`src/hw/rtl/pbra_pkg.sv`:
```
// ----------------------------------------------------------------------------
// pbra_pkg
// Shared types and constants for the page bitmap run allocator.
// ----------------------------------------------------------------------------
package pbra_pkg;

  // Bitmap geometry
  localparam int MAX_PAGES   = 4096;
  localparam int WORD_BITS   = 64;
  localparam int NUM_WORDS   = MAX_PAGES / WORD_BITS;
  localparam int WORD_AW     = $clog2(NUM_WORDS);
  localparam int OFS_W       = $clog2(WORD_BITS);
  localparam int CHUNK_BITS  = 8;
  localparam int CHUNKS      = WORD_BITS / CHUNK_BITS;
  localparam int CHUNK_AW    = $clog2(CHUNKS);
  localparam int CHUNK_OW    = $clog2(CHUNK_BITS);

  // Field widths
  localparam int PAGE_W      = 12;
  localparam int CNT_W       = 13;
  localparam int REQ_W       = 2;

  localparam logic [CNT_W-1:0] POOL_RESET = CNT_W'(4096);

  // Request codes
  localparam logic [REQ_W-1:0] REQ_ALLOC = 2'd0;
  localparam logic [REQ_W-1:0] REQ_FREE  = 2'd1;
  localparam logic [REQ_W-1:0] REQ_TEST  = 2'd2;

  typedef struct packed {
    logic [REQ_W-1:0]  req_type;
    logic [PAGE_W-1:0] start_index;
    logic [CNT_W-1:0]  run_length;
  } alloc_req_t;

  typedef struct packed {
    logic              found;
    logic [PAGE_W-1:0] first_page;
    logic              bit_value;
    logic              range_error;
  } alloc_rsp_t;

endpackage

```
`src/hw/rtl/pbra_ram.sv`:
```
// ----------------------------------------------------------------------------
// pbra_ram
// Generic simple dual-port RAM, one write and one registered read port.
// ----------------------------------------------------------------------------
module pbra_ram #(
  parameter int WIDTH = 64,
  parameter int DEPTH = 64
) (
  input  logic                                         clk,
  input  logic                                         we,
  input  logic [((DEPTH > 1) ? $clog2(DEPTH) : 1)-1:0] waddr,
  input  logic [WIDTH-1:0]                             wdata,
  input  logic                                         re,
  input  logic [((DEPTH > 1) ? $clog2(DEPTH) : 1)-1:0] raddr,
  output logic [WIDTH-1:0]                             rdata
);

  logic [WIDTH-1:0] mem [DEPTH];

  always_ff @(posedge clk) begin
    if (we) begin
      mem[waddr] <= wdata;
    end
    if (re) begin
      rdata <= mem[raddr];
    end
  end

endmodule

```
`src/hw/rtl/page_bitmap_run_allocator.sv`:
```
// ----------------------------------------------------------------------------
// page_bitmap_run_allocator
// First-fit contiguous page allocator over a 4096-page occupancy bitmap.
// ----------------------------------------------------------------------------
//
//  channel | dir | handshake           | word
//  --------+-----+---------------------+---------------------------------------
//  in      | in  | in_valid / in_stall | alloc_req_t: req_type, start, length
//  out     | out | out_valid/out_stall | alloc_rsp_t: found, first, bit, error
//  cfg     | in  | cfg_wr_en           | pool_pages (13 bits), write only
//
//  Flow: allocate issues the first read, then scans 64-bit bitmap words from
//  one RAM read port; a word that is all free or all used is taken whole, any
//  other word is scanned 8 pages per cycle, then marking reads and writes
//  each word touched. Free reads and writes each word touched, test reads
//  one word; every request ends in the result stage.
//  Reset: per-word valid flops clear at once, so no clearing sweep; unwritten
//  words read as free. pool_pages resets to 4096.
//  One request is in flight at a time; a result stalled at the output holds
//  the request stage until the output register frees up.
//
module page_bitmap_run_allocator
  import pbra_pkg::*;
(
  input  logic             clk,
  input  logic             rst,
  input  logic             in_valid,
  output logic             in_stall,
  input  alloc_req_t       in_data,
  output logic             out_valid,
  input  logic             out_stall,
  output alloc_rsp_t       out_data,
  input  logic             cfg_wr_en,
  input  logic [CNT_W-1:0] cfg_wr_data
);

  // FSM codes
  localparam logic [2:0] S_IDLE    = 3'd0;
  localparam logic [2:0] S_ASCAN   = 3'd1;
  localparam logic [2:0] S_MARK_RD = 3'd2;
  localparam logic [2:0] S_MARK_WR = 3'd3;
  localparam logic [2:0] S_TEST    = 3'd4;
  localparam logic [2:0] S_DONE    = 3'd5;

  localparam logic [WORD_BITS-1:0] ONES = {WORD_BITS{1'b1}};

  // --------------------------------------------------------------------------
  // Registers
  // --------------------------------------------------------------------------
  logic [2:0]           state, state_next;
  logic [WORD_AW-1:0]   w, w_next;        // scan word
  logic [CHUNK_AW-1:0]  c, c_next;        // chunk within scan word
  logic [CNT_W-1:0]     run, run_next;    // free run ending at scan point
  logic [CNT_W-1:0]     len, len_next;
  logic [PAGE_W-1:0]    lo, lo_next;      // first page of mark/clear, or test page
  logic [PAGE_W-1:0]    last, last_next;  // last page of mark/clear, inclusive
  logic [WORD_AW-1:0]   mw, mw_next;      // mark/clear word
  logic                 mval, mval_next;  // 1 marks used, 0 clears
  alloc_rsp_t           res, res_next;
  logic [CNT_W-1:0]     pool_pages;
  logic [NUM_WORDS-1:0] vld;              // word written since reset
  logic                 rd_vld;

  // RAM port
  logic                 ram_we, ram_re;
  logic [WORD_AW-1:0]   ram_waddr, ram_raddr;
  logic [WORD_BITS-1:0] ram_wdata, ram_rdata;

  pbra_ram #(
    .WIDTH (WORD_BITS),
    .DEPTH (NUM_WORDS)
  ) u_bitmap (
    .clk   (clk),
    .we    (ram_we),
    .waddr (ram_waddr),
    .wdata (ram_wdata),
    .re    (ram_re),
    .raddr (ram_raddr),
    .rdata (ram_rdata)
  );

  // --------------------------------------------------------------------------
  // Common terms
  // --------------------------------------------------------------------------
  logic [CNT_W-1:0]     lim;
  logic [WORD_BITS-1:0] rdw;
  logic [CNT_W-1:0]     word_start, word_end;
  logic                 out_free;

  // pool_pages saturates at the bitmap size
  assign lim = (pool_pages > CNT_W'(MAX_PAGES)) ? CNT_W'(MAX_PAGES) : pool_pages;
  // never-written words read as all free
  assign rdw = rd_vld ? ram_rdata : '0;
  assign word_start = CNT_W'({w, {OFS_W{1'b0}}});
  assign word_end   = word_start + CNT_W'(WORD_BITS);
  assign out_free   = !out_valid || !out_stall;
  assign in_stall   = (state != S_IDLE);

  // --------------------------------------------------------------------------
  // Chunk scan: 8 pages per cycle, pages at or past the pool count as used
  // --------------------------------------------------------------------------
  logic [CHUNK_BITS-1:0] chunk;
  logic [CNT_W-1:0]      chunk_base;
  logic [CNT_W-1:0]      ch_run;
  logic                  ch_hit;
  logic [CNT_W-1:0]      ch_end;

  assign chunk      = rdw[c*CHUNK_BITS +: CHUNK_BITS];
  assign chunk_base = CNT_W'({w, c, {CHUNK_OW{1'b0}}});

  always_comb begin
    logic [CNT_W-1:0] idx;
    ch_run = run;
    ch_hit = 1'b0;
    ch_end = '0;
    for (int j = 0; j < CHUNK_BITS; j++) begin
      idx = chunk_base + CNT_W'(j);
      if (!ch_hit) begin
        if (chunk[j] || (idx >= lim)) begin
          ch_run = '0;
        end else begin
          ch_run = ch_run + CNT_W'(1);
          if (ch_run == len) begin
            ch_hit = 1'b1;
            ch_end = idx;
          end
        end
      end
    end
  end

  // Whole-word shortcuts
  logic             wd_free, wd_used, wd_last;
  logic [CNT_W-1:0] run_w, fast_end;

  assign wd_free  = (c == '0) && (rdw == '0) && (word_end <= lim);
  assign wd_used  = (c == '0) && (rdw == ONES);
  assign wd_last  = (w == WORD_AW'(NUM_WORDS - 1)) || (word_end >= lim);
  assign run_w    = run + CNT_W'(WORD_BITS);
  assign fast_end = word_start + (len - run - CNT_W'(1));

  // --------------------------------------------------------------------------
  // Mark / clear mask for word mw
  // --------------------------------------------------------------------------
  logic [WORD_BITS-1:0] lo_mask, hi_mask, wmask;

  assign lo_mask = (mw == lo[PAGE_W-1:OFS_W]) ? (ONES << lo[OFS_W-1:0]) : ONES;
  assign hi_mask = (mw == last[PAGE_W-1:OFS_W]) ? (ONES >> (~last[OFS_W-1:0])) : ONES;
  assign wmask   = lo_mask & hi_mask;

  // Request decode terms; the free end gets one extra bit so it cannot wrap
  logic [CNT_W:0]   free_sum;
  logic [CNT_W-1:0] free_hi, found_base;

  assign free_sum   = {2'b00, in_data.start_index} + {1'b0, in_data.run_length};
  assign free_hi    = (free_sum > {1'b0, lim}) ? lim : CNT_W'(free_sum);

  // --------------------------------------------------------------------------
  // Control
  // --------------------------------------------------------------------------
  always_comb begin
    logic [CNT_W-1:0] hit_end;
    hit_end    = wd_free ? fast_end : ch_end;
    found_base = hit_end - len + CNT_W'(1);

    state_next = state;
    w_next     = w;
    c_next     = c;
    run_next   = run;
    len_next   = len;
    lo_next    = lo;
    last_next  = last;
    mw_next    = mw;
    mval_next  = mval;
    res_next   = res;
    ram_we     = 1'b0;
    ram_re     = 1'b0;
    ram_raddr  = w;
    ram_waddr  = mw;
    ram_wdata  = mval ? (rdw | wmask) : (rdw & ~wmask);

    case (state)
      S_IDLE: begin
        if (in_valid) begin
          res_next = '0;
          case (in_data.req_type)
            REQ_ALLOC: begin
              len_next = in_data.run_length;
              run_next = '0;
              w_next   = '0;
              c_next   = '0;
              if (in_data.run_length == '0) begin
                // empty run: found at page 0, nothing marked
                res_next.found = 1'b1;
                state_next     = S_DONE;
              end else if (lim == '0) begin
                state_next = S_DONE;
              end else begin
                ram_re     = 1'b1;
                ram_raddr  = '0;
                state_next = S_ASCAN;
              end
            end
            REQ_FREE: begin
              res_next.range_error = (in_data.run_length != '0) &&
                                     (free_sum > {1'b0, lim});
              lo_next   = in_data.start_index;
              last_next = PAGE_W'(free_hi - CNT_W'(1));
              mw_next   = in_data.start_index[PAGE_W-1:OFS_W];
              mval_next = 1'b0;
              if (CNT_W'(in_data.start_index) < free_hi) begin
                ram_re     = 1'b1;
                ram_raddr  = in_data.start_index[PAGE_W-1:OFS_W];
                state_next = S_MARK_WR;
              end else begin
                state_next = S_DONE;
              end
            end
            REQ_TEST: begin
              lo_next = in_data.start_index;
              if (CNT_W'(in_data.start_index) < lim) begin
                ram_re     = 1'b1;
                ram_raddr  = in_data.start_index[PAGE_W-1:OFS_W];
                state_next = S_TEST;
              end else begin
                res_next.range_error = 1'b1;
                state_next           = S_DONE;
              end
            end
            default: begin
              state_next = S_DONE;
            end
          endcase
        end
      end

      S_ASCAN: begin
        if ((wd_free && (run_w >= len)) || (!wd_free && !wd_used && ch_hit)) begin
          // run complete: mark pages base .. hit_end
          res_next.found      = 1'b1;
          res_next.first_page = PAGE_W'(found_base);
          lo_next             = PAGE_W'(found_base);
          last_next           = PAGE_W'(hit_end);
          mw_next             = found_base[PAGE_W-1:OFS_W];
          mval_next           = 1'b1;
          state_next          = S_MARK_RD;
        end else if (wd_free || wd_used || (c == CHUNK_AW'(CHUNKS - 1))) begin
          run_next = wd_free ? run_w : (wd_used ? '0 : ch_run);
          c_next   = '0;
          if (wd_last) begin
            state_next = S_DONE;
          end else begin
            w_next    = w + WORD_AW'(1);
            ram_re    = 1'b1;
            ram_raddr = w + WORD_AW'(1);
          end
        end else begin
          run_next = ch_run;
          c_next   = c + CHUNK_AW'(1);
        end
      end

      S_MARK_RD: begin
        ram_re     = 1'b1;
        ram_raddr  = mw;
        state_next = S_MARK_WR;
      end

      S_MARK_WR: begin
        // write word mw while the next word is read
        ram_we = 1'b1;
        if (mw == last[PAGE_W-1:OFS_W]) begin
          state_next = S_DONE;
        end else begin
          mw_next   = mw + WORD_AW'(1);
          ram_re    = 1'b1;
          ram_raddr = mw + WORD_AW'(1);
        end
      end

      S_TEST: begin
        res_next.bit_value = rdw[lo[OFS_W-1:0]];
        state_next         = S_DONE;
      end

      S_DONE: begin
        if (out_free) begin
          state_next = S_IDLE;
        end
      end

      default: begin
        state_next = S_IDLE;
      end
    endcase
  end

  // --------------------------------------------------------------------------
  // Sequential
  // --------------------------------------------------------------------------
  always_ff @(posedge clk) begin
    if (rst) begin
      state      <= S_IDLE;
      pool_pages <= POOL_RESET;
      vld        <= '0;
      rd_vld     <= 1'b0;
      out_valid  <= 1'b0;
    end else begin
      state <= state_next;
      if (cfg_wr_en) begin
        pool_pages <= cfg_wr_data;
      end
      if (ram_we) begin
        vld[ram_waddr] <= 1'b1;
      end
      if (ram_re) begin
        rd_vld <= vld[ram_raddr];
      end
      if ((state == S_DONE) && out_free) begin
        out_valid <= 1'b1;
      end else if (!out_stall) begin
        out_valid <= 1'b0;
      end
    end
  end

  // payload, no reset
  always_ff @(posedge clk) begin
    w    <= w_next;
    c    <= c_next;
    run  <= run_next;
    len  <= len_next;
    lo   <= lo_next;
    last <= last_next;
    mw   <= mw_next;
    mval <= mval_next;
    res  <= res_next;
    if ((state == S_DONE) && out_free) begin
      out_data <= res;
    end
  end

endmodule

```
`config.mk`:
```
export PLATFORM = sky130hd
export DESIGN_NAME = page_bitmap_run_allocator
export DESIGN_NICKNAME = d
export VERILOG_FILES = /design/src/hw/rtl/pbra_pkg.sv /design/src/hw/rtl/pbra_ram.sv /design/src/hw/rtl/page_bitmap_run_allocator.sv
export SDC_FILE = /design/constraint.sdc
export NUM_CORES = 2
export LEC_CHECK = 0
export ABC_CLOCK_PERIOD_IN_PS = 18750
export BUFFER_PORTS_ARGS = -buffer_cell sky130_fd_sc_hd__buf_2
export CAP_MARGIN = 20
export CORE_MARGIN = 2
export CORE_UTILIZATION = 60
export CTS_BUF_LIST = sky130_fd_sc_hd__clkbuf_2 sky130_fd_sc_hd__clkbuf_4 sky130_fd_sc_hd__clkbuf_8
export DETAILED_ROUTE_END_ITERATION = 7
export GPL_TIMING_DRIVEN = 1
export PLACE_DENSITY = 0.76
export SKIP_CTS_REPAIR_TIMING = 1
export SYNTH_ARGS = -nofsm -noshare
export SYNTH_HDL_FRONTEND = slang
export SYNTH_HIERARCHICAL = 1
export SYNTH_SLANG_ARGS = --single-unit
```
`constraint.sdc`:
```
create_clock -name clk -period 18.75 [get_ports clk]
set_input_delay 1.875 -clock clk [delete_from_list [all_inputs] [get_ports clk]]
set_output_delay 1.875 -clock clk [all_outputs]
set_load 0.03 [all_outputs]
```
==> impl_metrics.env <==
export IMPL_clock_path_buffers=4
export IMPL_finalSetupTns_ns=0
export IMPL_cp_common_cell="and4_1"
export IMPL_grt_pass1_vias=104155
export IMPL_antenna_found_initial=18
export IMPL_core_rowCount=201
export IMPL_hold_path_class="reg2reg"
export IMPL_cts_tree="built"
export IMPL_wire_per_inst_um=35.28
export IMPL_viasPerCell=7.040
export IMPL_p_leak_uw=0.06450
export IMPL_finalInstanceArea_um2=202700
export IMPL_cts_root_buf="clkbuf_8"
export IMPL_rsz0062_at_grt="no"
export IMPL_synth_area_leaders="edfxtp_1 71%, mux4_2 13%, mux2i_1 1.3%, nand2_1 0.97%, ha_1 0.91%"
export IMPL_slew_headroom=0.1707
export IMPL_nets=10713
export IMPL_die_w_um=553.2
export IMPL_core_area_um2=300000
export IMPL_dp_cells=13809
export IMPL_p_per_area_nw_per_um2=161.6
export IMPL_cap_viol_max_count=0
export IMPL_syn_num_nets=10055
export IMPL_drc_errors=0
export IMPL_worstPathArrival_ns=18.35
export IMPL_yosysMostFrequentCell="edfxtp_1"
export IMPL_register_area_um2=129400
export IMPL_synthCells=9870
export IMPL_yosys_top_cells_count="4256 x edfxtp_1, 1051 x mux4_2, 470 x nand2_1"
export IMPL_tightest_slew_ns=1.244
export IMPL_io_buffers=61
export IMPL_drive_gt1_frac=0.2672
export IMPL_detail_route_antenna_nets=0
export IMPL_hold_viol=0
export IMPL_synth_ff_type="edfxtp_1"
export IMPL_layout_min_cycle_time_ns=17.47
export IMPL_numCtsBuffers=667
export IMPL_synth_top_area_cell="edfxtp_1"
export IMPL_fill_cells=18604
export IMPL_cp_end_kind="flop"
export IMPL_dpl_hpwl_mm=303.8
export IMPL_max_freq_mhz=57.25
export IMPL_intPower_uw=20900
export IMPL_area_growth_synth_to_final_pct=12.02
export IMPL_synthArstFlopShare=0
export IMPL_p_clk_frac=0.234
export IMPL_clk_pin_slew_ns=0.06
export IMPL_drv_slew=0
export IMPL_grt_ovfl_total=0
export IMPL_die_y_um=553.2
export IMPL_status="finished, final reports clean"
export IMPL_path_class="reg2reg"
export IMPL_syn_avg_cell_area_um2=18.34
export IMPL_synth_area_um2=181000
export IMPL_grt_max_degree=110
export IMPL_htree_num_levels=6
export IMPL_layoutNonFillerInstCount=15034
export IMPL_cts_sink_count=4338
export IMPL_cp_start_kind="flop"
export IMPL_initial_core_util=0.6032
export IMPL_place_area_um2=189500
export IMPL_drt_iter0_drc=16983
export IMPL_grt_pass1_wl_mm=750.7
export IMPL_gr_usage_all_layers=0.3450
export IMPL_die_area_um2=306000
export IMPL_vias=105837
export IMPL_required_ns=19.64
export IMPL_yosys_warnings=6
export IMPL_skew_ns=0.09618
export IMPL_place_gp_congestion=0.9548
export IMPL_switching_power_uw=11850
export IMPL_ys_types=137
export IMPL_synth_edf_count=4256
export IMPL_finalSetupViolations=0
export IMPL_max_stage_delay_ns=0.73
export IMPL_fin_util=0.6757
export IMPL_pwr_share_comb=0.412
export IMPL_netlist_area_leader_share=0.7062
export IMPL_cp_max_fo=14
export IMPL_drt_wl_total_mm=530.4
export IMPL_clock_latency_ns=1.22
export IMPL_ys_seq_area_frac=0.7153
export IMPL_firstDrtPassIters=6
export IMPL_synth_seq_cells=4338
export IMPL_period_share=0.9315
export IMPL_irDropWorstVdd_mv=0.1626
export IMPL_crit_slowest_cell="and4_1"
export IMPL_p_seq_frac=0.354
export IMPL_multi_input_area_um2=49560
export IMPL_num_io_pins=62
export IMPL_sw_frac_of_total=0.3619
[power by group through the flow]
| stage | Clock, µW | Sequential [µW] | Combinational (µW) |
|---|---|---|---|
| floorplan | 0 | 11500 | 9130 |
| global placement | 0 | 11700 | 13100 |
| detailed placement | 0 | 11700 | 13300 |
| CTS | 7730 | 11500 | 13300 |
| global route | 8140 | 11600 | 14200 |
| finish | 7670 | 11600 | 13500 |
[kinds of logic (layout without fill, tap and decap cells)]
group,after synthesis,in the layout,synth area share
fa+ha+maj,140,140,0.01001
flops,4338,4338,0.7153
simple gates,1839,1839,0.05088
buf+inv,705,1903,0.01832
other cells,0,8,0
mux,1298,1298,0.1446
compound gates,1341,1341,0.05035
xor+xnor,209,209,0.01054
[layout make-up]
cell class | count | share of cell area
antenna | 8 | 0.00009875
clock buffer | 895 | 0.05416
clock inverter | 314 | 0.009974
inverter | 114 | 0.002234
multi-input combinational | 4827 | 0.2444
sequential | 4338 | 0.6385
tap | 3958 | 0.02443
timing repair buffer | 580 | 0.02612
[flip-flops by register name, indices dropped and copies added (netlist names), 3 cells and up]
register,flops
out_data,15
w,6
len,13
lo,12
u_bitmap/rdata,64
last,12
run,13
res,15
u_bitmap/mem,4096
pool_pages,13
state,3
vld,64
mw,6
c,3
[through the flow]
stage                     worst slack [ns]  hold WS (ns)  power, µW
final                                1.284        0.4147      32750
after floorplan                      2.799        0.4003      20670
after global placement               1.918        0.4055      24880
after CTS                            1.489        0.4172      32620
after global routing               0.09425        0.4285      33890
after detailed placement             1.630        0.4045      25020
[worst max-delay path: cells and delay by family (launching register included)]
| kind | cells | cell delay [ns] |
|---|---|---|
| simple gates | 21 | 6.44 |
| fa+ha+maj | 4 | 1.53 |
| compound gates | 20 | 6.32 |
| buf+inv | 6 | 1.11 |
| flops | 1 | 0.67 |
| mux | 2 | 0.55 |
| xor+xnor | 3 | 0.48 |
[routing by layer]
layer  global-route usage  vias to the layer above  share of wire
met5                    0                        -        0.00014
met3              0.09939                     1464           0.14
li1                     -                    42081              -
met4               0.1595                       10          0.052
met2               0.5165                     8279           0.45
met1               0.4742                    54003           0.35
[worst paths after layout]
path	from	to	slack [ns]	cells past startpoint
hold / removal	res[1]$_DFFE_PP_	out_data[1]$_DFFE_PP_	0.41	0
hold reg to reg	res[1]$_DFFE_PP_	out_data[1]$_DFFE_PP_	0.41	0
setup reg to reg	run[0]$_SDFFCE_PN0P_	u_bitmap/rdata[0]$_DFFE_PP_	1.28	56
setup / recovery	run[0]$_SDFFCE_PN0P_	u_bitmap/rdata[0]$_DFFE_PP_	1.28	56
[placed cells by master (no fill, tap or decap), types with 42 or more instances in the layout]
master       n
inv_1       99
o21a_1      76
nand3_1    312
buf_4      434
a22oi_1    148
o21ai_0    119
ha_1       132
clkbuf_4   214
clkinv_1   193
nor4_1      46
dfxtp_1     81
xor2_1      42
mux4_2    1051
buf_12      81
mux2i_1    229
buf_2       61
nand4_1    128
o21ai_4     52
nor2_1     360
or3_1       81
a21oi_1    260
o22ai_1    124
xnor2_1    160
edfxtp_1  4256
nor3_1      66
clkbuf_8   681
clkinv_2    54
o21ai_1     61
and3_1      48
a31oi_1     86
nor2_4      64
nand2_1    466
Power figures use the tool's default switching activity.
